$ cat src/sv/iircf_pkg.sv
// ============================================================================
// iircf_pkg - shared types, constants and helpers for the IIR compensator
// Widths, register map and fixed-point conversions used by every module.
// ============================================================================
package iircf_pkg;

    // feedforward taps in use (1..3); feedback uses one fewer
    localparam int FILTER_TAPS    = 3;
    localparam int COEF_FRAC_BITS = 14;

    localparam int NUM_REGS   = 5;
    localparam int SAMPLE_W   = 16;
    localparam int COEF_W     = 18;
    localparam int ACC_W      = 48;
    localparam int PROD_W     = SAMPLE_W + COEF_W;
    localparam int FF_W       = PROD_W + $clog2(FILTER_TAPS);
    localparam int FULL_FB_W  = ACC_W + COEF_W;
    localparam int FB_W       = FULL_FB_W - COEF_FRAC_BITS;
    localparam int WIDE_W     = (FB_W > ACC_W) ? FB_W : ACC_W;
    localparam int SUM_W      = WIDE_W + 2;
    localparam int INT_W      = ACC_W - COEF_FRAC_BITS;

    localparam int APB_DATA_W = 32;
    localparam int APB_ADDR_W = $clog2(4 * NUM_REGS);
    localparam int REG_IDX_W  = APB_ADDR_W - 2;

    // register map, word index
    localparam logic [REG_IDX_W-1:0] REG_B0 = REG_IDX_W'(0);
    localparam logic [REG_IDX_W-1:0] REG_B1 = REG_IDX_W'(1);
    localparam logic [REG_IDX_W-1:0] REG_B2 = REG_IDX_W'(2);
    localparam logic [REG_IDX_W-1:0] REG_A1 = REG_IDX_W'(3);
    localparam logic [REG_IDX_W-1:0] REG_A2 = REG_IDX_W'(4);

    typedef logic signed [SAMPLE_W-1:0] sample_t;
    typedef logic signed [COEF_W-1:0]   coef_t;
    typedef logic signed [PROD_W-1:0]   prod_t;
    typedef logic signed [ACC_W-1:0]    acc_t;
    typedef logic signed [FB_W-1:0]     fb_t;
    typedef logic signed [SUM_W-1:0]    sum_t;
    typedef coef_t [NUM_REGS-1:0]       coef_bank_t;

    localparam coef_t COEF_B0_RESET = 18'sd16384;

    localparam acc_t    ACC_MAX    = {1'b0, {(ACC_W-1){1'b1}}};
    localparam acc_t    ACC_MIN    = {1'b1, {(ACC_W-1){1'b0}}};
    localparam sample_t SAMPLE_MAX = {1'b0, {(SAMPLE_W-1){1'b1}}};
    localparam sample_t SAMPLE_MIN = {1'b1, {(SAMPLE_W-1){1'b0}}};

    // clamp the wide accumulator sum to ACC_W bits
    function automatic acc_t sat_acc(input sum_t v);
        acc_t r;
        if (v[SUM_W-1:ACC_W-1] == {(SUM_W-ACC_W+1){v[ACC_W-1]}}) begin
            r = v[ACC_W-1:0];
        end else if (v[SUM_W-1]) begin
            r = ACC_MIN;
        end else begin
            r = ACC_MAX;
        end
        return r;
    endfunction

    // drop fraction toward zero, then clamp to a 16-bit sample
    function automatic sample_t acc_to_sample(input acc_t a);
        logic signed [INT_W-1:0] q;
        logic                    frac_nz;
        sample_t                 r;
        q       = a[ACC_W-1:COEF_FRAC_BITS];
        frac_nz = |a[COEF_FRAC_BITS-1:0];
        if (a[ACC_W-1] && frac_nz) begin
            q = q + {{(INT_W-1){1'b0}}, 1'b1};
        end
        if (q[INT_W-1:SAMPLE_W-1] == {(INT_W-SAMPLE_W+1){q[SAMPLE_W-1]}}) begin
            r = q[SAMPLE_W-1:0];
        end else if (q[INT_W-1]) begin
            r = SAMPLE_MIN;
        end else begin
            r = SAMPLE_MAX;
        end
        return r;
    endfunction

endpackage

$ cat src/sv/iircf_fb_cell.sv
// ============================================================================
// iircf_fb_cell - feedback tap cell
// Holds one output history value and its scaled feedback term.
// ============================================================================
module iircf_fb_cell (
    input  logic             aclk,
    input  logic             aresetn,
    input  logic             advance,
    input  iircf_pkg::acc_t  y_in,
    input  iircf_pkg::coef_t coef,
    output iircf_pkg::acc_t  y_out,
    output iircf_pkg::fb_t   fb_out
);
    import iircf_pkg::*;

    acc_t                        y_reg, y_next;
    fb_t                         fb_reg, fb_next;
    logic signed [FULL_FB_W-1:0] full_prod;

    // term tracks the held value, so a coefficient write shows up next cycle
    always_comb begin
        y_next    = advance ? y_in : y_reg;
        full_prod = FULL_FB_W'(y_next) * FULL_FB_W'(coef);
        fb_next   = full_prod[FULL_FB_W-1:COEF_FRAC_BITS];   // floor shift
    end

    always_ff @(posedge aclk) begin
        if (!aresetn) begin
            y_reg  <= '0;
            fb_reg <= '0;
        end else begin
            y_reg  <= y_next;
            fb_reg <= fb_next;
        end
    end

    assign y_out  = y_reg;
    assign fb_out = fb_reg;

endmodule

$ cat config.mk
export PLATFORM = sky130hd
export DESIGN_NAME = iircf_fb_cell
export DESIGN_NICKNAME = d
export VERILOG_FILES = /design/src/sv/iircf_pkg.sv /design/src/sv/iircf_fb_cell.sv
export SDC_FILE = /design/constraint.sdc
export NUM_CORES = 2
export LEC_CHECK = 0
export BUFFER_PORTS_ARGS = -buffer_cell sky130_fd_sc_hd__buf_2
export CAP_MARGIN = 20
export CORE_MARGIN = 4
export CORE_UTILIZATION = 50
export DETAILED_ROUTE_END_ITERATION = 10
export HOLD_SLACK_MARGIN = 0.03
export PLACE_DENSITY = 0.7
export SETUP_SLACK_MARGIN = 0.05
export SLEW_MARGIN = 20
export SYNTH_ARGS = -nofsm -noshare
export SYNTH_HDL_FRONTEND = slang
export SYNTH_SLANG_ARGS = --single-unit
$ cat constraint.sdc
create_clock -name aclk -period 14.7 [get_ports aclk]
set_clock_uncertainty 0.05 [all_clocks]
set_input_delay 4.41 -clock aclk [delete_from_list [all_inputs] [get_ports aclk]]
set_output_delay 4.41 -clock aclk [all_outputs]
set_load 0.01 [all_outputs]
======== After elaboration in Yosys (flattened, before gate mapping) ========
Index checks and enable logic that the tools add are counted.
cells by class
  add/subtract/negate cells ............... 0
  $mul .................................... 1
  div/mod/pow operators ................... 0
  order comparisons ....................... 0
  eq/ne operators ......................... 0
  shift-type cells ........................ 0
  multiplexer cells ....................... 1
  bitwise operators ....................... 0
  reductions and logical operators ........ 0
operator list
  kind                                            count
  48-bit by 18-bit multiplier with 66-bit output  1
  48-bit two-way mux                              1
storage, ports and cells
  bits in registers ....................... 100
  latch bits .............................. 0
  bits in writable memories ............... 0
  ROM bits ................................ 0
  input bits .............................. 69
  output and inout port bits .............. 100
  word-level logic and storage cells ...... 4
  memories ................................ 0

======== Longest topological paths before layout ========
  depth in word-level cells ............... 2
  depth in mapped cells ................... 29
  mapped depth without buffers ............ 25

======== Worst setup path before layout ========
OpenSTA, ideal clock, no wires.
  kind .................................... in2reg
  start point ............................. input port advance
  end point ............................... register fb_reg[49] (netlist: fb_out[49])
  library setup time ...................... 0.124 ns
  data arrival time ....................... 11.205 ns
  required time ........................... 14.526 ns
  setup slack ............................. 3.321 ns
  stages on the path ...................... 28
  path buffers ............................ 5
  cell sequence ........................... buf_6 -> clkbuf_1 -> clkbuf_1 -> mux2_2 -> buf_1 -> nand2_1 -> fa_1 -> inv_1 -> fa_1 -> inv_1 -> fa_1 -> inv_1 -> fa_1 -> fa_1 -> inv_1 -> fa_1 -> inv_1 -> ha_1 -> buf_4 -> and4_4 -> nand4_1 -> or4_1 -> and3b_1 -> nor2_1 -> o211a_1 -> a31oi_4 -> a41oi_1 -> mux2i_1
on the way
  cells in the longest elaborated chain, start to end .. 2
ends and longest elaborated chain
  what                                            RTL line             text
  from (decl)                                     iircf_fb_cell.sv:8   input logic advance,
  48-bit two-way mux                              iircf_fb_cell.sv:22  y_next = advance ? y_in : y_reg;
  48-bit by 18-bit multiplier with 66-bit output  iircf_fb_cell.sv:23  full_prod = FULL_FB_W'(y_next) * FULL_FB_W'(coef);
  to (signal assigned)                            iircf_fb_cell.sv:33  fb_reg <= fb_next;
  to (decl)                                       iircf_fb_cell.sv:17  fb_t fb_reg, fb_next;
Every way passes these cells.
A chain may end at the register's enable or synchronous reset.

======== Final worst setup path ========
  start point ............................. input port advance
  end point ............................... register fb_reg[46] (netlist: fb_out[46])
The elaborated chain is that of the path after synthesis.

==> reports/metrics.cfg <==
[worst_setup_path]
crit_slowest_cell=buf_2
reg2reg_depth=21
r2r-start=y_out[18]
required_ps=14950
start_kind=input port
critical_path_class=in -> reg
max_stage_delay_ps=820
path_max_fanout=35
crit_arrival_ps=13310
crit_chain=buf_2 -> buf_4 -> mux2_2 -> and2_1 -> fa_1 -> inv_1 -> fa_1 -> fa_1 -> inv_1 -> fa_1 -> fa_1 -> inv_1 -> fa_1 -> inv_1 -> ha_1 -> nand4_1 -> nor4_1 -> o2111ai_1 -> a31oi_1 -> a211oi_2 -> o311a_1 -> nor3_2 -> a31oi_1 -> mux2i_1
end_kind=flop
cp_common_cell=fa_1
r2r_slack_ps=6450
r2r_end=fb_out[46]

[sta]
rsz0062_at_grt=no
tns_ps=0
worstMarginPinSlew_ps=1150
final-max-slew-violation-count=0
hold_viol=0
maxSlewHeadroom_pct=23.5
fin_crit_sh_pct=88.9
fmax_mhz=76.6
min_period_ps=13060
final-setup-viol-count=0

[logic_synthesis]
synthCells=3657
synth_top_area_share_pct=50.5
yosys_warnings=0
synth_flop_cell=dfxtp_1
syn_area_per_cell_sq_um=8.76
synth_seq_area_share_pct=6.25
synthArstFlopShare_pct=0
syn_area_sq_um=32000
yosysTopAreaCell=fa_1
ys_top_cells_by_count=967 x inv_1, 808 x fa_1, 640 x nand2_1
synth_edf_count=0
synth_top_cells_by_area=fa_1 51%, inv_1 11%, nand2_1 7.5%
synth.distinct_cells=68
yosysMostFrequentCell=inv_1
synth_seq_cells=100
synth_nets=4682

[grt]
antenna_found_initial=4
grt_util_all_layers_pct=27.4
grt_overflow_total=0
grt_max_degree=58
grt_pass1_vias=27020
grt_pass1_wl_microns=145000

[clocking]
clk_pin_slew_ps=80
cts.sinks=100
cts-resized-gates=0
htreeDepth=3
cts_made_buffers=9
insertion_delay_ps=420
cts.hold.buffers_added=0
max-clock-path-buffers=2
cts-root-buf=clkbuf_16
cts_setup_buffers=0
cts_tree=yes

[floorplanning]
core_sq_um=63200
ios=169
die_w_microns=261
chipHeight_microns=261
dieArea_sq_um=68200
start_util_pct=50.7
rows=92

[detailed_routing]
vias=24331
ant_nets=0
first_pass_iters=5
wl_per_cell_microns=19.5
wl_met3_microns=8100
drt_iter0_markers=1606
vias_per_cell=5.37
wl_met2_microns=42400
wl_microns=88200
dr.max_layer_used=met5
post-route-drc-count=0
drt-met1-wl_microns=34400

[placement]
dpl.hpwl_microns=68900
io_buffers=168
placed_area_sq_um=33400
place_congestion=0.903

[min_path]
hp-class=reg -> reg
whs_path_depth=2
hold_end=y_out[45]
min_from=y_out[45]

[status]
status=finished, final reports clean

[final_layout]
syn_to_final_growth_pct=5.27
nets=4704
drive_gt1_share_pct=7.22
diodes=0
stdcell_area_sq_um=33700

[run]
cap_violations=0

cell families (layout without fill, tap and decap cells):
| kind of cell | after synthesis | in the layout | synth area share [%] |
|---|---|---|---|
| buffers and inverters | 1145 | 1172 | 13.5 |
| AND/OR/NAND/NOR | 1135 | 1135 | 16.3 |
| adder cells (fa/ha/maj) | 956 | 956 | 56.3 |
| flip-flops | 100 | 100 | 6.25 |
| XOR/XNOR | 50 | 50 | 1.37 |
| multiplexers | 57 | 57 | 1.98 |
| AO/OA/AOI/OAI | 214 | 214 | 4.35 |
critical path: cells and delay by family:
family / cells / cell delay [ps]
adder cells (fa/ha/maj): 7 / 3330
buffers and inverters: 6 / 1430
AO/OA/AOI/OAI: 5 / 1820
AND/OR/NAND/NOR: 4 / 1570
multiplexers: 2 / 700
area by class of cell:
class,instances,area (sq um)
Fill cell,5916,29500
Multi-Input combinational cell,2412,25700
Inverter,968,3630
Sequential cell,100,2000
Tap cell,846,1060
Timing Repair Buffer,188,991
Clock buffer,9,225
Clock inverter,7,97.6
placed cells by master, fill, tap and decap left out, types with 11 or more instances in the layout:
| cell type | Yosys | layout |
|---|---|---|
| nor3_1 | 14 | 14 |
| o21bai_1 | 22 | 22 |
| and3_1 | 11 | 11 |
| dfxtp_1 | 100 | 100 |
| mux2_2 | 47 | 47 |
| nand4_1 | 19 | 19 |
| fa_1 | 808 | 808 |
| xnor2_1 | 41 | 41 |
| and2_1 | 285 | 285 |
| buf_2 | 3 | 168 |
| a21oi_1 | 80 | 80 |
| buf_4 | 2 | 20 |
| nor2_1 | 111 | 111 |
| inv_1 | 967 | 966 |
| o21ai_0 | 44 | 44 |
| nand3_1 | 20 | 20 |
| a21o_1 | 15 | 15 |
| nand2_1 | 640 | 640 |
| ha_1 | 148 | 148 |
per-stage QoR:
stage	utilization [%]	setup WS, ps	instances	hold slack (ps)
3_3_place_gp	52.8	1170	4514	475
4_1_cts	53.3	1540	4530	508
3_5_place_dp	52.8	1090	4514	487
2_1_floorplan	-	3320	3657	519
5_1_grt	53.3	1290	4530	542
6_report	53.3	1640	4530	516
metal layers:
metal  global-route usage (%)  up-vias
met2                     45.8     1071
met4                     9.86        6
met5                        0        -
met3                     6.44      202
met1                     35.2    12548
li1                         -    10504
registers in the layout, summed over array words and instances, names as in the netlist:
name,count
fb_out,52
y_out,48
worst max path at each step:
stage | cells after the start | slack (ps) | to | start
5_1_grt | 22 | 1290 | fb_out[50] | advance
4_1_cts | 24 | 1540 | fb_out[46] | advance
2_1_floorplan | 28 | 3320 | fb_out[49] | advance
6_report | 24 | 1640 | fb_out[46] | advance
3_5_place_dp | 24 | 1090 | fb_out[46] | advance
3_3_place_gp | 24 | 1170 | fb_out[46] | advance
Power is not shown: default switching activity piles up to over one toggle a cycle in this logic, so the estimate is an artifact.
