<file path="src/sv/iircf_pkg.sv">
// ============================================================================
// iircf_pkg - shared types, constants and helpers for the IIR compensator
// Widths, register map and fixed-point conversions used by every module.
// ============================================================================
package iircf_pkg;

    // feedforward taps in use (1..3); feedback uses one fewer
    localparam int FILTER_TAPS    = 3;
    localparam int COEF_FRAC_BITS = 14;

    localparam int NUM_REGS   = 5;
    localparam int SAMPLE_W   = 16;
    localparam int COEF_W     = 18;
    localparam int ACC_W      = 48;
    localparam int PROD_W     = SAMPLE_W + COEF_W;
    localparam int FF_W       = PROD_W + $clog2(FILTER_TAPS);
    localparam int FULL_FB_W  = ACC_W + COEF_W;
    localparam int FB_W       = FULL_FB_W - COEF_FRAC_BITS;
    localparam int WIDE_W     = (FB_W > ACC_W) ? FB_W : ACC_W;
    localparam int SUM_W      = WIDE_W + 2;
    localparam int INT_W      = ACC_W - COEF_FRAC_BITS;

    localparam int APB_DATA_W = 32;
    localparam int APB_ADDR_W = $clog2(4 * NUM_REGS);
    localparam int REG_IDX_W  = APB_ADDR_W - 2;

    // register map, word index
    localparam logic [REG_IDX_W-1:0] REG_B0 = REG_IDX_W'(0);
    localparam logic [REG_IDX_W-1:0] REG_B1 = REG_IDX_W'(1);
    localparam logic [REG_IDX_W-1:0] REG_B2 = REG_IDX_W'(2);
    localparam logic [REG_IDX_W-1:0] REG_A1 = REG_IDX_W'(3);
    localparam logic [REG_IDX_W-1:0] REG_A2 = REG_IDX_W'(4);

    typedef logic signed [SAMPLE_W-1:0] sample_t;
    typedef logic signed [COEF_W-1:0]   coef_t;
    typedef logic signed [PROD_W-1:0]   prod_t;
    typedef logic signed [ACC_W-1:0]    acc_t;
    typedef logic signed [FB_W-1:0]     fb_t;
    typedef logic signed [SUM_W-1:0]    sum_t;
    typedef coef_t [NUM_REGS-1:0]       coef_bank_t;

    localparam coef_t COEF_B0_RESET = 18'sd16384;

    localparam acc_t    ACC_MAX    = {1'b0, {(ACC_W-1){1'b1}}};
    localparam acc_t    ACC_MIN    = {1'b1, {(ACC_W-1){1'b0}}};
    localparam sample_t SAMPLE_MAX = {1'b0, {(SAMPLE_W-1){1'b1}}};
    localparam sample_t SAMPLE_MIN = {1'b1, {(SAMPLE_W-1){1'b0}}};

    // clamp the wide accumulator sum to ACC_W bits
    function automatic acc_t sat_acc(input sum_t v);
        acc_t r;
        if (v[SUM_W-1:ACC_W-1] == {(SUM_W-ACC_W+1){v[ACC_W-1]}}) begin
            r = v[ACC_W-1:0];
        end else if (v[SUM_W-1]) begin
            r = ACC_MIN;
        end else begin
            r = ACC_MAX;
        end
        return r;
    endfunction

    // drop fraction toward zero, then clamp to a 16-bit sample
    function automatic sample_t acc_to_sample(input acc_t a);
        logic signed [INT_W-1:0] q;
        logic                    frac_nz;
        sample_t                 r;
        q       = a[ACC_W-1:COEF_FRAC_BITS];
        frac_nz = |a[COEF_FRAC_BITS-1:0];
        if (a[ACC_W-1] && frac_nz) begin
            q = q + {{(INT_W-1){1'b0}}, 1'b1};
        end
        if (q[INT_W-1:SAMPLE_W-1] == {(INT_W-SAMPLE_W+1){q[SAMPLE_W-1]}}) begin
            r = q[SAMPLE_W-1:0];
        end else if (q[INT_W-1]) begin
            r = SAMPLE_MIN;
        end else begin
            r = SAMPLE_MAX;
        end
        return r;
    endfunction

endpackage

</file>
<file path="src/sv/iircf_tap_cell.sv">
// ============================================================================
// iircf_tap_cell - feedforward tap cell
// Holds one input history sample and registers its weighted product.
// ============================================================================
module iircf_tap_cell (
    input  logic              aclk,
    input  logic              aresetn,
    input  logic              advance,
    input  iircf_pkg::sample_t sample_in,
    input  iircf_pkg::coef_t   coef,
    output iircf_pkg::sample_t sample_out,
    output iircf_pkg::prod_t   prod_out
);
    import iircf_pkg::*;

    sample_t sample_reg, sample_next;
    prod_t   prod_reg, prod_next;

    always_comb begin
        sample_next = sample_reg;
        prod_next   = prod_reg;
        if (advance) begin
            sample_next = sample_in;
            prod_next   = PROD_W'(sample_in) * PROD_W'(coef);
        end
    end

    always_ff @(posedge aclk) begin
        if (!aresetn) begin
            sample_reg <= '0;
        end else begin
            sample_reg <= sample_next;
        end
        prod_reg <= prod_next;
    end

    assign sample_out = sample_reg;
    assign prod_out   = prod_reg;

endmodule

</file>
<file path="config.mk">
export PLATFORM = sky130hd
export DESIGN_NAME = iircf_tap_cell
export DESIGN_NICKNAME = d
export VERILOG_FILES = /design/src/sv/iircf_pkg.sv /design/src/sv/iircf_tap_cell.sv
export SDC_FILE = /design/constraint.sdc
export NUM_CORES = 1
export LEC_CHECK = 0
export ABC_AREA = 1
export BUFFER_PORTS_ARGS = -buffer_cell sky130_fd_sc_hd__buf_2
export CORE_MARGIN = 5
export CORE_UTILIZATION = 64
export DETAILED_ROUTE_END_ITERATION = 6
export PLACE_DENSITY = 0.84
export SYNTH_ARGS = -nofsm -noshare
export SYNTH_HDL_FRONTEND = slang
export SYNTH_SLANG_ARGS = --single-unit
</file>
<file path="constraint.sdc">
create_clock -name aclk -period 8.1 [get_ports aclk]
set_clock_uncertainty 0.1 [all_clocks]
set_input_delay 0.81 -clock aclk [delete_from_list [all_inputs] [get_ports aclk]]
set_output_delay 0.81 -clock aclk [all_outputs]
set_load 0.03 [all_outputs]
</file>
# After elaboration in Yosys (flattened, before gate mapping)
# Index checks and enable logic that the tools add are counted.
word_totals:
  register_bits: 50
  latchBits: 0
  mem_bits_rw: 0
  rom_bits: 0
  input_bits: 37
  mem_count: 0
op_classes:
  add_sub_neg: 0
  multipliers: 1
  div: 0
  order_cmp: 0
  n_eq_ne: 0
  shift: 0
  mux: 0
  n_bitwise: 0
  reduce_logical: 0
op_table:
  columns: ["operator", "n"]
  rows:
  - ["multiplier 16 x 18 -> 34 bit", 1]

# Logic depth before layout (Yosys ltp)
# Gate-level depths: netlist (run 1).
logic_depth:
  word_depth: 1
  ltp_mapped: 29
  ltp_nobuf: 27

# Worst setup path before layout (run 1)
# No wires, ideal clock.
synth_timing:
  kind: "input-to-reg"
  startpoint: "in sample_in[5]"
  endpoint: "reg prod_reg[31], in the netlist prod_out[31] (data pin)"
  arrival_time_ps: 5903
  setup_slack_ps: 1845
  path_stages: 22
  path_cell_list: "clkbuf_1 > buf_1 > nand2_1 > fa_1 > inv_1 > fa_1 > inv_1 > fa_1 > inv_1 > fa_1 > fa_1 > inv_1 > fa_1 > inv_1 > ha_1 > nand2_1 > nor2_1 > nand2_1 > nor4_1 > nand2_1 > nand3_1 > nand2_1"
synth_via:
  elab_chain_cells: 1
synth_lines:
  columns: ["element", "line", "source"]
  rows:
  - ["start, declared", "iircf_tap_cell.sv:9", "input iircf_pkg::sample_t sample_in,"]
  - ["multiplier 16 x 18 -> 34 bit", "iircf_tap_cell.sv:24", "prod_next = PROD_W'(sample_in) * PROD_W'(coef);"]
  - ["end signal, assigned", "iircf_tap_cell.sv:34", "prod_reg <= prod_next;"]
  - ["end, declared", "iircf_tap_cell.sv:17", "prod_t prod_reg, prod_next;"]
# No other way between the ends.
# A chain may end at the register's enable or synchronous reset.

# Worst setup path in the final report (run 1)
layout_timing:
  startpoint: "in sample_in[1]"
  endpoint: "reg prod_reg[31], in the netlist prod_out[31] (data pin)"
# The elaborated chain is that of the path after synthesis.

==> results of run 1 <==
[synth_stat cells (all sizes together)]
library cell  count
or2               5
nor3              8
buf               6
fa              290
clkbuf           59
xor2             16
xnor2             4
nand3b            3
dfxtp            16
a21oi            28
nand2           466
and2              5
nor2             87
ha               86
inv             537
nand4            10
a21o              2
edfxtp           34
nand3            33
nor4              1
o21bai            7
o21ai            23
[metal layers]
| metal | global-route usage | up-vias |
|---|---|---|
| met4 | 0.109 | 0 |
| met1 | 0.357 | 5309 |
| met3 | 0.0300 | 102 |
| li1 | - | 4905 |
| met2 | 0.521 | 550 |
| met5 | 0 | - |
[cell families (layout without fill, tap and decap cells)]
group	Yosys count	count (layout)	synth area share
buffers and inverters	602	632	0.168
AOI/OAI and AO/OA	60	60	0.0245
DFF	50	50	0.0994
xor gates and xnor gates	20	20	0.0130
adders and majority gates	376	376	0.510
and+or+nand+nor	618	618	0.185
[layout make-up]
class                           count  area (µm²)
Clock inverter                      3        28.8
Clock buffer                        5         125
Tap cell                          275         344
Inverter                          537        2020
Fill cell                        1616        6710
Multi-Input combinational cell   1074        9890
Timing Repair Buffer               87         438
Sequential cell                    50        1340
[critical path: stages]
cell and delay (ps):
buf_2 340, nand2_1 160, inv_1 150, fa_1 580, fa_1 860, inv_1 160
fa_1 510, inv_1 60, fa_1 480, fa_1 480, inv_1 40, fa_1 470
inv_1 40, ha_1 340, nand2_1 120, nor2_1 200, nand2_1 110, nor4_1 180
nand2_1 120, nand3_1 100, nand2_1 50
[cell usage in the layout (no fill, tap or decap), drive strengths merged, types with 16 or more instances in the layout]
master	instances
nand3	33
inv	538
nor2	87
edfxtp	34
fa	290
buf	87
a21oi	28
o21ai	23
ha	86
nand2	466
xor2	16
dfxtp	16
[worst max-delay path by stage]
stage | startpoint | cells after the start | slack, ps | end
global route | sample_in[1] | 22 | 1380 | prod_out[30]$_DFFE_PP_
CTS | sample_in[1] | 21 | 1720 | prod_out[31]$_DFFE_PP_
floorplan | sample_in[5] | 22 | 1840 | prod_out[31]$_DFFE_PP_
finish | sample_in[1] | 21 | 1680 | prod_out[31]$_DFFE_PP_
global placement | sample_in[1] | 17 | 1550 | prod_out[25]$_DFFE_PP_
detailed placement | sample_in[1] | 21 | 1410 | prod_out[31]$_DFFE_PP_
[state kept, by name, indices dropped and copies added, names as in the netlist]
signal,cells
prod_out,34
sample_out,16
[per-stage QoR]
stage	cell area, µm²	instances	hold slack (ps)
6_report	14200	2031	403
5_1_grt	14200	2031	429
4_1_cts	14200	2031	405
3_5_place_dp	14000	2023	386
3_3_place_gp	14000	2023	371
2_1_floorplan	13500	1726	542
==> results_dict.tcl, run 1 <==
set metrics [dict create \
    status "completed" \
    start_kind "input port" \
    finalWorstSetupSlack_ps 1680 \
    setup_tns_ps 0 \
    cts_tree "yes" \
    fp.dieH_um 155 \
    r2r-start "sample_out[15]$_SDFFE_PN0P_" \
    cts-buffers-inserted 5 \
    gp_congestion 0.972 \
    grt_usage 0.288 \
    synth_seq_cells 50 \
    worstReg2RegEnd "sample_out[15]$_SDFFE_PN0P_" \
    wl_um 32800 \
    ys_seq_area_frac 0.0994 \
    rsz0062_at_grt "false" \
    cts_setup_buffers 0 \
    finalHoldViolCount 0 \
    worst_slew_pin_slew_ps 750 \
    wl_met2_um 16900 \
    dp_slack_ps 1410 \
    drv_slew 0 \
    dr.pass1.iters 6 \
    wl_met1_um 11700 \
    cp_max_fo 19 \
    gr-total-overflow 0 \
    hold_path.class "register to register" \
    critPathKind "input port to register" \
    maxCapViolCount 0 \
    wire_per_inst_um 16.1 \
    h-tree-depth 2 \
    root_buffer "clkbuf_16" \
    syn_nets 2139 \
    ys_types 30 \
    ctsResizeCount 0 \
    ys_top_cells_by_area "fa_1 (43%), inv_1 (15%), nand2_1 (13%)" \
    rrSetupSlack_ps 7210 \
    drive_gt1_frac 0.0706 \
    grt_pass1_wl_um 55500 \
    period_share 0.793 \
    drtIter0Drc 948 \
    area_delta_synth_final_pct 5.13 \
    maxSlewHeadroom 0.500 \
    cts_hold_buf 0 \
    hold_start "sample_out[10]$_SDFFE_PN0P_" \
    syn_area_um2 13500 \
    cts.sink_count 50 \
    drc_errors 0 \
    synth_top_area_frac 0.430 \
    synth_area_per_cell_um2 7.81 \
    ioPinCount 87 \
    fp.dieW_um 155 \
    layout.nets 2168 \
    route.met3.wl_um 2740 \
    synth_top_cell_by_area "fa_1" \
    min_period_ps 6420 \
    via_per_inst 5.35 \
    ys_warn_count 0 \
    die-area_um2 24100 \
    hold_path_depth 2 \
    grt_max_degree 53 \
    antenna_left 0 \
    end_kind "register" \
    rr_worst_depth 2 \
    antennaDiodeCount 0 \
    io_buffers 86 \
    syn_inst 1726 \
    fin_util 0.679 \
    cp.arrival_ps 6380 \
    maxUsedRoutingLayer "met4" \
    std_cell_rows 53 \
    antenna_found_initial 0 \
    grt_pass1_vias 11600 \
    fmax_mhz 156 \
    core-area_um2 20900 \
    hold_path_end "sample_out[10]$_SDFFE_PN0P_" \
    initial_core_util 0.646 \
    via_count 10900 \
    crit_required_ps 8060 \
    clk_pin_slew_ps 80 \
    hpwl_um 26900 \
    finalSetupViolCount 0 \
    clock_path_buffers 2 \
    clk_latency_ps 290 \
]
Power of run 1 is not shown: default switching activity piles up to over one toggle a cycle in this logic, so the estimate is an artifact.
==> inputs of run 2 (changes only) <==
- clock period: 8.1 -> 6.5 ns (I/O delays scaled with it)
==> run 2 against run 1 <==
Effect of this change:
- critical path depth did not move
- flip-flop and latch count did not move
- cell count rose by 0.34%
- setup slack got worse by 1300 ps
- clock-buffer cell count rose by 1
- via count rose by 0.14%
- routed wire length fell by 0.71%
- hold slack got worse by 1.9 ps
- non-clock buffer count rose by 8
- final area rose by 0.30%
- critical path type unchanged
==> results_dict.tcl, run 2 (synthesis results as in run 1) <==
set metrics [dict create \
    grt_pass1_wl_um 55400 \
    finalSetupViolCount 0 \
    worst_slew_pin_slew_ps 602 \
    area_delta_synth_final_pct 5.45 \
    min_period_ps 6120 \
    cp.arrival_ps 6070 \
    via_count 10900 \
    clk_latency_ps 290 \
    dp_slack_ps 95.0 \
    maxSlewHeadroom 0.598 \
    grt_pass1_vias 12000 \
    drtIter0Drc 786 \
    clk_pin_slew_ps 70 \
    antenna_left 0 \
    core-area_um2 20900 \
    largest_reg_flops 34 \
    period_share 0.941 \
    drv_slew 0 \
    h-tree-depth 2 \
    finalWorstSetupSlack_ps 382 \
    fp.dieW_um 155 \
    clock_path_buffers 2 \
    finalHoldViolCount 0 \
    antenna_found_initial 0 \
    cts_tree "yes" \
    antennaDiodeCount 0 \
    drive_gt1_frac 0.0737 \
    gr-total-overflow 0 \
    drc_errors 0 \
    seq_area_um2 1340 \
    std_cell_rows 53 \
    wire_per_inst_um 16.0 \
    root_buffer "clkbuf_16" \
    hpwl_um 27300 \
    die-area_um2 24100 \
    critPathKind "input port to register" \
    grt_max_degree 53 \
    ioPinCount 87 \
    maxCapViolCount 0 \
    end_kind "register" \
    setup_tns_ps 0 \
    cts_hold_buf 0 \
    fmax_mhz 163 \
    wl_um 32600 \
    grt_usage 0.287 \
    dr.pass1.iters 7 \
    multi_input_area_um2 9890 \
    cp_max_fo 16 \
    layout.nets 2176 \
    fillers 1682 \
    fp.dieH_um 155 \
    status "completed" \
    hold_path.class "register to register" \
    gp_congestion 0.970 \
    cts_setup_buffers 0 \
    mostFrequentLayoutCells "inv_1 (534), nand2_1 (459), fa_1 (290), ha_1 (86), buf_2 (86)" \
    start_kind "input port" \
    layout_commonest_cell "inv_1" \
    ctsResizeCount 0 \
    cts-buffers-inserted 5 \
    rsz0062_at_grt "false" \
    io_buffers 86 \
    via_per_inst 5.34 \
    cts.sink_count 50 \
    crit_required_ps 6450 \
    initial_core_util 0.646 \
]
run 2: cell type report:
class	count	area share
flip-flops and latches	50	0.0943
clock inverters	1	0.000528
clock buffers	6	0.00906
multi-input cells	1074	0.695
inverters	537	0.142
repair buffers	95	0.0350
well taps	275	0.0242
run 2: path summary, 6_finish.rpt:
kind         slack (ps)                     endpoint  depth (start not counted)                        start
max                 380       prod_out[31]$_DFFE_PP_                         21                     coef[17]
min                 400   sample_out[9]$_SDFFE_PN0P_                          2   sample_out[9]$_SDFFE_PN0P_
max reg2reg        5540  sample_out[15]$_SDFFE_PN0P_                          2  sample_out[15]$_SDFFE_PN0P_
min reg2reg         400   sample_out[9]$_SDFFE_PN0P_                          2   sample_out[9]$_SDFFE_PN0P_
run 2: critical path: stages:
cell and delay [ps]:
buf_2 300, nand2_1 150, inv_1 140, fa_1 580, fa_1 670, inv_1 110, fa_1 490, inv_1 60
fa_1 490, fa_1 490, inv_1 50, fa_1 480, inv_1 40, ha_1 360, nand2_1 120, nor2_1 210
nand2_1 130, nor4_1 190, nand2_1 160, nand3_1 110, nand2_1 60
run 2: metal layers:
metal | vias to the layer above | part of all wire | wire (µm) | GRT usage
li1 | 4914 | - | - | -
met1 | 5312 | 0.36 | 11700 | 0.344
met2 | 515 | 0.52 | 17000 | 0.520
met3 | 140 | 0.073 | 2390 | 0.0367
met4 | 0 | 0.047 | 1540 | 0.123
met5 | - | 0 | 0 | 0
run 2: metrics by stage:
step / area, µm² / utilization / hold WS (ps) / instances
after CTS: 14200 / 0.681 / 407 / 2038
after detailed placement: 14100 / 0.674 / 388 / 2031
after global routing: 14200 / 0.681 / 432 / 2038
final: 14200 / 0.681 / 401 / 2038
after floorplan: 13500 / - / 542 / 1726
after global placement: 14100 / 0.674 / 371 / 2031
Power of run 2 is left out for the same reason.
