===== src/sv/iircf_pkg.sv =====
// ============================================================================
// iircf_pkg - shared types, constants and helpers for the IIR compensator
// Widths, register map and fixed-point conversions used by every module.
// ============================================================================
package iircf_pkg;

    // feedforward taps in use (1..3); feedback uses one fewer
    localparam int FILTER_TAPS    = 3;
    localparam int COEF_FRAC_BITS = 14;

    localparam int NUM_REGS   = 5;
    localparam int SAMPLE_W   = 16;
    localparam int COEF_W     = 18;
    localparam int ACC_W      = 48;
    localparam int PROD_W     = SAMPLE_W + COEF_W;
    localparam int FF_W       = PROD_W + $clog2(FILTER_TAPS);
    localparam int FULL_FB_W  = ACC_W + COEF_W;
    localparam int FB_W       = FULL_FB_W - COEF_FRAC_BITS;
    localparam int WIDE_W     = (FB_W > ACC_W) ? FB_W : ACC_W;
    localparam int SUM_W      = WIDE_W + 2;
    localparam int INT_W      = ACC_W - COEF_FRAC_BITS;

    localparam int APB_DATA_W = 32;
    localparam int APB_ADDR_W = $clog2(4 * NUM_REGS);
    localparam int REG_IDX_W  = APB_ADDR_W - 2;

    // register map, word index
    localparam logic [REG_IDX_W-1:0] REG_B0 = REG_IDX_W'(0);
    localparam logic [REG_IDX_W-1:0] REG_B1 = REG_IDX_W'(1);
    localparam logic [REG_IDX_W-1:0] REG_B2 = REG_IDX_W'(2);
    localparam logic [REG_IDX_W-1:0] REG_A1 = REG_IDX_W'(3);
    localparam logic [REG_IDX_W-1:0] REG_A2 = REG_IDX_W'(4);

    typedef logic signed [SAMPLE_W-1:0] sample_t;
    typedef logic signed [COEF_W-1:0]   coef_t;
    typedef logic signed [PROD_W-1:0]   prod_t;
    typedef logic signed [ACC_W-1:0]    acc_t;
    typedef logic signed [FB_W-1:0]     fb_t;
    typedef logic signed [SUM_W-1:0]    sum_t;
    typedef coef_t [NUM_REGS-1:0]       coef_bank_t;

    localparam coef_t COEF_B0_RESET = 18'sd16384;

    localparam acc_t    ACC_MAX    = {1'b0, {(ACC_W-1){1'b1}}};
    localparam acc_t    ACC_MIN    = {1'b1, {(ACC_W-1){1'b0}}};
    localparam sample_t SAMPLE_MAX = {1'b0, {(SAMPLE_W-1){1'b1}}};
    localparam sample_t SAMPLE_MIN = {1'b1, {(SAMPLE_W-1){1'b0}}};

    // clamp the wide accumulator sum to ACC_W bits
    function automatic acc_t sat_acc(input sum_t v);
        acc_t r;
        if (v[SUM_W-1:ACC_W-1] == {(SUM_W-ACC_W+1){v[ACC_W-1]}}) begin
            r = v[ACC_W-1:0];
        end else if (v[SUM_W-1]) begin
            r = ACC_MIN;
        end else begin
            r = ACC_MAX;
        end
        return r;
    endfunction

    // drop fraction toward zero, then clamp to a 16-bit sample
    function automatic sample_t acc_to_sample(input acc_t a);
        logic signed [INT_W-1:0] q;
        logic                    frac_nz;
        sample_t                 r;
        q       = a[ACC_W-1:COEF_FRAC_BITS];
        frac_nz = |a[COEF_FRAC_BITS-1:0];
        if (a[ACC_W-1] && frac_nz) begin
            q = q + {{(INT_W-1){1'b0}}, 1'b1};
        end
        if (q[INT_W-1:SAMPLE_W-1] == {(INT_W-SAMPLE_W+1){q[SAMPLE_W-1]}}) begin
            r = q[SAMPLE_W-1:0];
        end else if (q[INT_W-1]) begin
            r = SAMPLE_MIN;
        end else begin
            r = SAMPLE_MAX;
        end
        return r;
    endfunction

endpackage


===== src/sv/iircf_apb_regs.sv =====
// ============================================================================
// iircf_apb_regs - coefficient register bank
// APB write/read of the five Q4.14 coefficients.
// ============================================================================
module iircf_apb_regs (
    input  logic                             aclk,
    input  logic                             aresetn,
    input  logic                             psel,
    input  logic                             penable,
    input  logic                             pwrite,
    input  logic [iircf_pkg::APB_ADDR_W-1:0] paddr,
    input  logic [iircf_pkg::APB_DATA_W-1:0] pwdata,
    output logic [iircf_pkg::APB_DATA_W-1:0] prdata,
    output logic                             pready,
    output iircf_pkg::coef_bank_t            coefs
);
    import iircf_pkg::*;

    coef_bank_t             coefs_reg, coefs_next;
    logic [REG_IDX_W-1:0]   idx;
    logic                   idx_ok;
    logic                   wr_en;

    assign idx    = paddr[APB_ADDR_W-1:2];
    assign idx_ok = (idx <= REG_A2);
    assign wr_en  = psel && penable && pwrite;

    always_comb begin
        coefs_next = coefs_reg;
        if (wr_en && idx_ok) begin
            coefs_next[idx] = pwdata[COEF_W-1:0];
        end
    end

    always_ff @(posedge aclk) begin
        if (!aresetn) begin
            // b0 sits in the lowest slot and resets to 1.0, the rest to zero
            coefs_reg <= {{((NUM_REGS-1)*COEF_W){1'b0}}, COEF_B0_RESET};
        end else begin
            coefs_reg <= coefs_next;
        end
    end

    always_comb begin
        prdata = '0;
        if (idx_ok) begin
            prdata[COEF_W-1:0] = coefs_reg[idx];
        end
    end

    assign pready = 1'b1;
    assign coefs  = coefs_reg;

endmodule


===== config.mk =====
export PLATFORM = sky130hd
export DESIGN_NAME = iircf_apb_regs
export DESIGN_NICKNAME = d
export VERILOG_FILES = /design/src/sv/iircf_pkg.sv /design/src/sv/iircf_apb_regs.sv
export SDC_FILE = /design/constraint.sdc
export NUM_CORES = 1
export LEC_CHECK = 0
export BUFFER_PORTS_ARGS = -buffer_cell sky130_fd_sc_hd__buf_4
export CORE_MARGIN = 8
export CORE_UTILIZATION = 40
export CTS_BUF_LIST = sky130_fd_sc_hd__clkbuf_4
export DETAILED_ROUTE_END_ITERATION = 8
export PLACE_DENSITY = 0.67
export SLEW_MARGIN = 30
export SYNTH_ARGS = -nofsm -noshare
export SYNTH_HDL_FRONTEND = slang
export SYNTH_SLANG_ARGS = --single-unit

===== constraint.sdc =====
create_clock -name aclk -period 1.85 [get_ports aclk]
set_clock_uncertainty 0.05 [all_clocks]
set_input_delay 0.4625 -clock aclk [delete_from_list [all_inputs] [get_ports aclk]]
set_output_delay 0.4625 -clock aclk [all_outputs]
set_load 0.005 [all_outputs]

Yosys cells after proc, flatten, opt, wreduce, memory -nomap -nowiden
Index checks and enable logic that the tools add are counted.
{"block": "op_classes", "n_lt_le_gt_ge": 3, "mux": 6, "n_reduce_logical": 4}
{"op": "90-bit bitwise mux", "n": 1}
{"op": "18-bit binary-select mux with 3-bit select", "n": 1}
{"op": "18-bit demux with 3-bit select", "n": 1}
{"op": "18-bit 2-to-1 mux", "n": 3}
{"op": "1-bit logical AND", "n": 4}
{"op": "3-bit by 4-bit < comparator with 1-bit output, second input constant", "n": 1}
{"op": "3-bit by 1-bit >= comparator with 1-bit output, second input constant", "n": 1}
{"op": "3-bit <= comparator, second input constant", "n": 1}
{"block": "word_totals", "regBits": 90, "input_bits": 42, "out_inout_bits": 123}

Longest topological paths before layout
Gate-level depths: netlist (run 1).
{"block": "logic_depth", "word_depth": 5, "ltp_mapped": 5}

Worst setup path before layout (run 1)
Ideal clock, no wire load.
{"block": "synth_path", "path_kind": "input-to-output", "from": "in paddr[2] (netlist bit)", "to": "out prdata[11] (netlist bit)", "arrival_time_ns": 1.271, "required_ns": 1.337, "path_slack_ns": 0.067, "path_stages": 5, "n_path_buf": 2, "path_cell_list": "buf_4 -> buf_4 -> mux2i_1 -> o2bb2ai_1 -> o21a_1"}
{"block": "synth_via", "elab_chain_len": 3, "word_cells_on_any_way": 4}
{"item": "start, declared", "line": "iircf_apb_regs.sv:11", "source": "input logic [iircf_pkg::APB_ADDR_W-1:0] paddr,"}
{"item": "18-bit binary-select mux with 3-bit select", "line": "iircf_apb_regs.sv:47", "source": "prdata[COEF_W-1:0] = coefs_reg[idx];"}
{"item": "18-bit 2-to-1 mux (implied by the code)", "line": "iircf_apb_regs.sv:47"}
{"item": "18-bit 2-to-1 mux (*)", "line": "iircf_apb_regs.sv:46", "source": "if (idx_ok) begin"}
{"item": "end, declared", "line": "iircf_apb_regs.sv:13", "source": "output logic [iircf_pkg::APB_DATA_W-1:0] prdata,"}
Mark *: on every way between the ends. The rest lies on a longest branch, timed or not. The select of a mux whose other input is x is not followed.

Worst setup path in the final report (run 1)
{"block": "layout_path", "from": "reg coefs_reg (netlist bit coefs[16])", "to": "out prdata[16] (netlist bit)"}
{"block": "layout_via", "elab_chain_len": 3}
{"item": "start, declared", "line": "iircf_apb_regs.sv:19", "source": "coef_bank_t coefs_reg, coefs_next;"}
{"item": "start signal, assigned", "line": "iircf_apb_regs.sv:38", "source": "coefs_reg <= {{((NUM_REGS-1)*COEF_W){1'b0}}, COEF_B0_RESET};"}
{"item": "start signal, assigned", "line": "iircf_apb_regs.sv:40", "source": "coefs_reg <= coefs_next;"}
{"item": "18-bit binary-select mux with 3-bit select", "line": "iircf_apb_regs.sv:47"}
{"item": "18-bit 2-to-1 mux (implied by the code)", "line": "iircf_apb_regs.sv:47"}
{"item": "18-bit 2-to-1 mux", "line": "iircf_apb_regs.sv:46"}
No other way between the ends. The select of a mux whose other input is x is not followed.

==> flow_summary.toml, run 1 <==
[global_route]
grt_pass1_vias = 3861
grt_max_degree = 72
antenna_found_initial = 1
grt_pass1_wl_mm = 20.5
track_usage_pct = 17.7
grt.overflow.total = 0

[final_layout]
layout_commonest_cell = "buf_4"
area_growth_pct = 41.5
drive_gt1_share_pct = 44.4
final_nets = 649
n_fill_cell = 936
fin_area_sq_um = 6130
mostFrequentLayoutCells = "buf_4 (168), mux2i_1 (123), nand2_1 (107)"
fin_cells = 752
largest_reg_flops = 90
final_util_pct = 57.3

[timing]
fmax_mhz = 530
fin_crit_ns = 1.89
hold_slack_ns = 0.275
hold_violations = 0
tns_ns = -0.0699
maxSlewViolCount = 0
fin_ws_ns = -0.0369
setup_viol = 5
period_share_pct = 102
rsz0062_at_grt = "true"

[placed_design]
io_buffers = 133
dp.cells = 705
place.gp.congestion = 0.783
post_dp_cell_area_sq_um = 5560
pre_cts_ws_ns = -0.182
dpl.hpwl_mm = 9.34

[clock_network]
cts_tree = "built"
clk_pin_slew_worst_paths_ns = 0.12
cts_made_buffers = 9
root_buffer = "clkbuf_4"
cts.sinks = 90
cts_hold_buf = 0
htreeDepth = 3
clockBufferDepth = 2
clk_latency_ns = 0.44

[hold_path]
hold_class = "in2reg"
holdCritStartpoint = "pwdata[14]"

[die]
fp.dieH_microns = 120
core_area_sq_um = 10700
die_w_microns = 120
initial_core_util_pct = 40.5
rows = 38
dieArea_sq_um = 14400
io_pins = 165

[pwr]
power_density_nw_per_um2 = 593
p_leak_nw = 2.73
power_mw = 3.64
peakVddDrop_uv = 341

[synth]
ys_seq_area_share_pct = 41.6
yosysTopAreaCellShare_pct = 41.6
synth_cells = 441
yosysTopAreaCell = "dfxtp_1"
netlist_top_cells_area = "dfxtp_1 (42%), mux2i_1 (29%), nand2_1 (9.3%)"
ys_ff_latch = 90
syn_area_sq_um = 4340
ys_types = 26
synth.avg_cell_area_sq_um = 9.83
yosysWarnings = 0

[detailed_routing]
num_vias = 3748
routedWlPerCell_microns = 17.7
routed_via_density = 4.98
ant_nets = 0
drtIter0Drc = 177
drcViolationCount = 0
wirelength_mm = 13.3
dr.pass1.iters = 4

[critical_path]
worstReg2RegStart = "coefs[7]"
cp-end-kind = "primary output"
cp_data_required_time_ns = 1.34
path_class = "reg2out"
arrival_ns = 1.37
worstPathMaxFanout = 2
cp-startpoint = "coefs[16]"
startpoint_type = "flop"

[outcome]
status = "finished, violations left"
violations = "setup timing"

[flow_run]
cap_violations = 0
-- critical path, stage by stage (launching register included) --
cell	delay, ns
dfxtp_2	0.35
mux2i_2	0.17
o2bb2ai_1	0.09
o21a_1	0.18
buf_4	0.13
-- routing by layer --
metal	GRT usage [%]	vias to the layer above	share of wire [%]
met1	21.1	1795	43
met4	7.88	0	2.0
met3	4.32	21	7.0
li1	-	1816	-
met5	0	-	0
met2	29.6	116	48
-- worst paths after layout --
| check | cells past startpoint | slack (ns) | end |
|---|---|---|---|
| hold reg to reg | 2 | 0.43 | coefs[64] |
| setup / recovery | 4 | -0.04 | prdata[16] |
| setup reg to reg | 3 | 1.08 | coefs[7] |
| hold / removal | 3 | 0.27 | coefs[14] |
-- cell families after synthesis --
group                  after synthesis  share of synthesized area (%)
multiplexers                       125                           28.9
AND/OR/NAND/NOR                    118                           12.3
flip-flops                          90                           41.6
AO/OA/AOI/OAI                       55                           9.00
buffers and inverters               51                           8.14
other                                2                          0.173
-- repair_timing --
action / in CTS / in global routing
cloned: 1 / 1
buffers inserted: 21 / 8
gates resized for setup: 43 / 36
setup endpoints to repair: 18 / 18
pin swaps: 4 / 14
-- synth_stat cells --
| cell | count |
|---|---|
| and3_4 | 1 |
| and3b_1 | 1 |
| and4bb_1 | 1 |
| buf_12 | 2 |
| buf_2 | 3 |
| buf_4 | 20 |
| buf_6 | 5 |
| buf_8 | 1 |
| clkbuf_1 | 18 |
| clkbuf_2 | 1 |
| conb_1 | 2 |
| dfxtp_1 | 90 |
| inv_1 | 1 |
| mux2i_1 | 125 |
| nand2_1 | 107 |
| nand2_2 | 1 |
| nand3b_1 | 1 |
| nand4b_1 | 1 |
| nand4b_4 | 1 |
| nor2_8 | 1 |
| nor2b_1 | 1 |
| nor3b_2 | 2 |
| o211ai_1 | 1 |
| o21a_1 | 18 |
| o21ai_0 | 18 |
| o2bb2ai_1 | 18 |
-- where the power goes --
group          leakage (nW)  internal (mW)  total (mW)  switching, mW
registers             0.753           1.95        1.96         0.0112
logic                  1.90          0.216       0.439          0.223
clock network        0.0836          0.577        1.23          0.658
total                  2.73           2.75        3.64          0.892
-- area by class of cell --
class,count,area (sq um),area share (%)
clock buffer,11,82.6,1.35
clock inverter,4,76.3,1.24
timing repair buffer,192,1670,27.2
antenna,1,2.50,0.0408
tap,140,175,2.86
sequential,90,1870,30.5
multi-input combinational,313,2260,36.8
inverter,1,3.75,0.0612
Power figures use the tool's default switching activity.
==> run 2, diff against run 1 <==
- ABC_AREA: not set -> 1
- PLACE_DENSITY: 0.67 -> 0.66
==> run 2 against run 1 <==
Effect of this change: the flow still finishes with violations (setup timing); first-iteration DRC count increased by 110%; combinational power increased by 49%; sequential power about the same; global-route usage increased by 4.2 points; largest cell class unchanged.
==> flow_summary.toml, run 2 <==
[timing]
maxSlewViolCount = 0
hold_slack_ns = 0.188
period_share_pct = 102
fin_crit_ns = 1.88
setup_viol = 7
rsz0062_at_grt = "true"
fin_ws_ns = -0.0347
fmax_mhz = 531
hold_violations = 0

[critical_path]
max_stage_delay_ns = 0.35
startpoint_type = "flop"
cp-startpoint = "coefs[17]"
r2r_slack_ns = 1.09
cp_data_required_time_ns = 1.34
timing.rr.end = "coefs[21]"
worstRegToRegCells = 3
slowest_stage = "dfxtp_2"
worstReg2RegStart = "coefs[21]"
endpoint = "prdata[17]"
path_class = "reg2out"
arrival_ns = 1.37
crit_chain = "o211ai_1 -> nand4_1 -> buf_4"
worstPathMaxFanout = 2
cp-end-kind = "primary output"

[synth]
ys_seq_area_share_pct = 38.7
yosysTopAreaCell = "dfxtp_1"
synth_mux_area_share_pct = 0
ys_types = 26
yosysWarnings = 0
synth_fa_ha_area_share_pct = 0
synth_cells = 716
netlist_top_cells_area = "dfxtp_1 (39%), nor2_1 (15%), nand2_1 (15%)"
synth.avg_cell_area_sq_um = 6.50
synthXorXnorAreaFrac_pct = 0
synth_commonest_cells = "nor2_1 (190), nand2_1 (182), dfxtp_1 (90)"
synth_top_family_by_area = "simple AND/OR/NAND/NOR gates"
synth_compound_area_share_pct = 1.18
syn_area_sq_um = 4650
synth-edff-count = 0
yosysTopAreaCellShare_pct = 38.7
synth-async-reset-ratio_pct = 0
yosys.area_share.simple_pct = 47.6
ys_ff_latch = 90
synthMostInstantiatedCell = "nor2_1"
synth_flop_cell = "dfxtp_1"

[outcome]
status = "finished, violations left"
violations = "setup timing"

[clock_network]
clk_latency_ns = 0.45
root_buffer = "clkbuf_4"
clk_pin_slew_worst_paths_ns = 0.14
cts_made_buffers = 9
htreeDepth = 3
clockBufferDepth = 2
cts_tree = "built"
cts.sinks = 90

[placed_design]
post_dp_cell_area_sq_um = 6060
dpl.hpwl_mm = 12.3
pre_cts_ws_ns = -0.116
place.gp.congestion = 0.855
io_buffers = 133

[detailed_routing]
highest_layer = "met4"
wl_met1_mm = 6.83
dr.pass1.iters = 4
num_vias = 5067
wirelength_mm = 16.7
ant_nets = 0
met3_length_mm = 1.39
drtIter0Drc = 373
wl_met2_mm = 8.07
drcViolationCount = 0
routed_via_density = 4.89
routedWlPerCell_microns = 16.1

[global_route]
grt_max_degree = 39
track_usage_pct = 21.9
grt_pass1_vias = 5067
grt_pass1_wl_mm = 26.1
antenna_found_initial = 0
grt.overflow.total = 0

[pwr]
peakVddDrop_uv = 324
p_leak_nw = 3.16
power_mw = 3.89
power_density_nw_per_um2 = 579

[final_layout]
mostFrequentLayoutCells = "nor2_1 (189), buf_4 (173), nand2_1 (166)"
n_fill_cell = 1094
final_nets = 930
seq_area_sq_um = 1840
final_util_pct = 59.2
layout_commonest_cell = "nor2_1"
drive_gt1_share_pct = 34.4
multi_input_area_sq_um = 2480
fin_area_sq_um = 6730
area_growth_pct = 44.6
largest_reg_flops = 90
n_antenna_cell = 0

[die]
dieArea_sq_um = 15300
core_area_sq_um = 11400
fp.dieH_microns = 124
initial_core_util_pct = 40.9
rows = 39
die_w_microns = 124
io_pins = 165

[hold_path]
hold_class = "in2reg"

[flow_run]
cap_violations = 0
## run 2: cells by family (layout without fill, tap and decap cells)
logic type	count (synthesis)	count (layout)
AO/OA/AOI/OAI	9	9
buffers and inverters	110	273
flip-flops	90	90
other	2	15
AND/OR/NAND/NOR	505	506
## run 2: metal layers
metal  vias up  track usage [%]
met5         -                0
met1      2331             26.1
li1       2550                -
met3        24             5.30
met2       162             37.1
met4         0             9.18
## run 2: critical path: cells and delay by family, from the launching register on
family / cells / cell delay, ns
AOI/OAI and AO/OA: 1 / 0.24
buffers and inverters: 1 / 0.17
DFF: 1 / 0.35
and+or+nand+nor: 1 / 0.17
## run 2: area by class of cell
cell class	instances	area share [%]
Sequential cell	90	27.3
Multi-Input combinational cell	530	36.9
Timing Repair Buffer	205	27.5
Inverter	52	3.20
Tap cell	143	2.66
Clock inverter	5	1.17
Clock buffer	11	1.23
## run 2: through the flow
| step | std cells | TNS, ns |
|---|---|---|
| finish | 1036 | -0.157 |
| global route | 1036 | -0.818 |
| CTS | 1034 | -0.573 |
| detailed placement | 999 | -1.45 |
| global placement | 999 | -1.36 |
| floorplan | 729 | 0 |
## run 2: power by group
part | internal, mW | switching (mW)
Combinational | 0.295 | 0.357
Clock | 0.577 | 0.678
Sequential | 1.96 | 0.0222
## run 2: worst min-delay path by stage
stage               start        end  slack [ns]  cells past startpoint
2_1_floorplan   coefs[14]  coefs[14]        0.43                      2
3_3_place_gp    coefs[78]  coefs[78]        0.44                      2
3_5_place_dp    coefs[15]  coefs[15]        0.44                      2
4_1_cts        pwdata[14]  coefs[14]        0.16                      3
5_1_grt        pwdata[14]  coefs[14]        0.18                      3
6_report       pwdata[14]  coefs[14]        0.19                      3
## run 2: timing repair
action	in CTS	in global routing
setup endpoints to repair	18	18
endpoints found under the hold margin	0	0
hold buffers	0	0
gates resized for setup	57	44
pin swaps	23	19
cloned	4	0
buffers inserted	15	3
==> run 3, diff against run 2 <==
- CORE_UTILIZATION: 40 -> 52
- PLACE_DENSITY: 0.66 -> 0.83
- RECOVER_POWER: not set -> 50
==> run 3 against run 2 <==
Effect of this change: the run still ends with setup timing left; sequential cell count unchanged; non-clock buffer count down 1; clock power down 9.5%; utilization up 16 points; design area down 3.2%; worst hold slack better by 0.020 ns; global-route usage up 2.6 points.
==> flow_summary.toml, run 3 (synthesized netlist as in run 2, its figures left out) <==
[global_route]
antenna_found_initial = 0
grt_pass1_vias = 5081
grt_pass1_wl_mm = 25.0
grt.overflow.total = 0
track_usage_pct = 24.5
grt_max_degree = 39

[timing]
hold_violations = 0
worstMarginPinSlew_ns = 0.845
setup_viol = 8
relSlewSlack_pct = 43.7
fmax_mhz = 519
rsz0062_at_grt = "true"
hold_slack_ns = 0.209
maxSlewViolCount = 0
fin_ws_ns = -0.0753
fin_crit_ns = 1.93
tns_ns = -0.376
period_share_pct = 104

[pwr]
power_density_nw_per_um2 = 574
peakVddDrop_uv = 420
internal_power_mw = 2.66
switching_share_pct = 28.9
p_leak_nw = 3.13
p_comb_share_pct = 16.3
p_sw_mw = 1.08
seq_power_share_pct = 53.2
p_clk_share_pct = 30.5

[final_layout]
seq_area_sq_um = 1830
mostFrequentLayoutCells = "nor2_1 (188), buf_4 (172), nand2_1 (156)"
largest_reg_flops = 90
multi_input_area_sq_um = 2450
n_fill_cell = 640
final_nets = 928
n_antenna_cell = 0
area_growth_pct = 40.0
drive_gt1_share_pct = 32.7
fin_area_sq_um = 6510
layout_commonest_cell = "nor2_1"
fin_cells = 999

[clock_network]
clk_latency_ns = 0.45
cts.sinks = 90
cts_tree = "built"
cts_made_buffers = 9
htreeDepth = 3
root_buffer = "clkbuf_4"
clockBufferDepth = 2
clk_pin_slew_worst_paths_ns = 0.16
cts_hold_buf = 0

[detailed_routing]
drtIter0Drc = 282
dr.pass1.iters = 6
ant_nets = 0
drcViolationCount = 0
routedWlPerCell_microns = 16.2
routed_via_density = 5.26
num_vias = 5256
wirelength_mm = 16.2

[die]
core_area_sq_um = 8680
dieArea_sq_um = 12200
fp.dieH_microns = 111
io_pins = 165
initial_core_util_pct = 53.6
rows = 34
die_w_microns = 111

[placed_design]
dpl.hpwl_mm = 11.7
place.gp.congestion = 0.918
post_dp_cell_area_sq_um = 6010
dp.cells = 963
io_buffers = 133

[critical_path]
arrival_ns = 1.41
cp_data_required_time_ns = 1.34
path_class = "reg2out"
cp-end-kind = "primary output"
startpoint_type = "flop"
worstPathMaxFanout = 2

[outcome]
status = "finished, violations left"
violations = "setup timing"

[hold_path]
hold_class = "in2reg"

[flow_run]
cap_violations = 0
run 3: cell count changes in the layout (fill, tap and decap cells not counted), sizes merged:
| cell | change |
|---|---|
| buf | -9 |
| nor2 | -1 |
| clkbuf | +6 |
| inv | +4 |
| clkinv | -1 |
| bufinv | -1 |
run 3: area by class of cell:
| type | instances | area share [%] |
|---|---|---|
| tap | 108 | 2.08 |
| multi-input combinational | 529 | 37.6 |
| inverter | 52 | 3.34 |
| clock buffer | 9 | 1.04 |
| clock inverter | 7 | 1.13 |
| sequential | 90 | 28.1 |
| timing repair buffer | 204 | 26.7 |
run 3: worst paths after layout:
check	start	to	slack, ns	cells after the start
min	pwdata[14]	coefs[14]	0.21	3
max reg2reg	coefs[17]	coefs[17]	0.97	4
min reg2reg	coefs[8]	coefs[8]	0.45	2
max	coefs[17]	prdata[17]	-0.08	3
run 3: per-stage QoR:
step,power [mW],setup WS [ns],util (%)
4_1_cts,3.74,-0.0813,74.6
6_report,3.73,-0.0753,75.0
3_5_place_dp,2.57,-0.0899,69.2
3_3_place_gp,2.56,-0.0840,69.2
2_1_floorplan,2.34,0.0858,-
5_1_grt,3.88,-0.129,75.0
run 3: routing by layer:
layer	global-route usage [%]	vias up	wire length, microns
met5	0	-	0
met4	10.5	0	481
met3	5.52	43	1230
met2	43.2	248	8210
met1	27.7	2422	6280
li1	-	2543	-
run 3: power by group through the flow:
stage | combinational (mW) | clock (mW) | sequential, mW
after floorplan | 0.315 | 0 | 2.03
after global placement | 0.529 | 0 | 2.03
after detailed placement | 0.540 | 0 | 2.03
after CTS | 0.600 | 1.16 | 1.99
after global routing | 0.657 | 1.23 | 1.99
final | 0.608 | 1.14 | 1.99
run 3: repair_timing:
action                     CTS  global route
cloned                       3             0
setup buffers               12             8
setup endpoints to repair   18            18
gates resized for setup     53            40
pin swaps                   16            13
run 3: worst max-delay path: stages (launching register included):
cell      delay (ns)
dfxtp_2         0.35
o211ai_1        0.28
nand4_1         0.16
buf_4           0.16
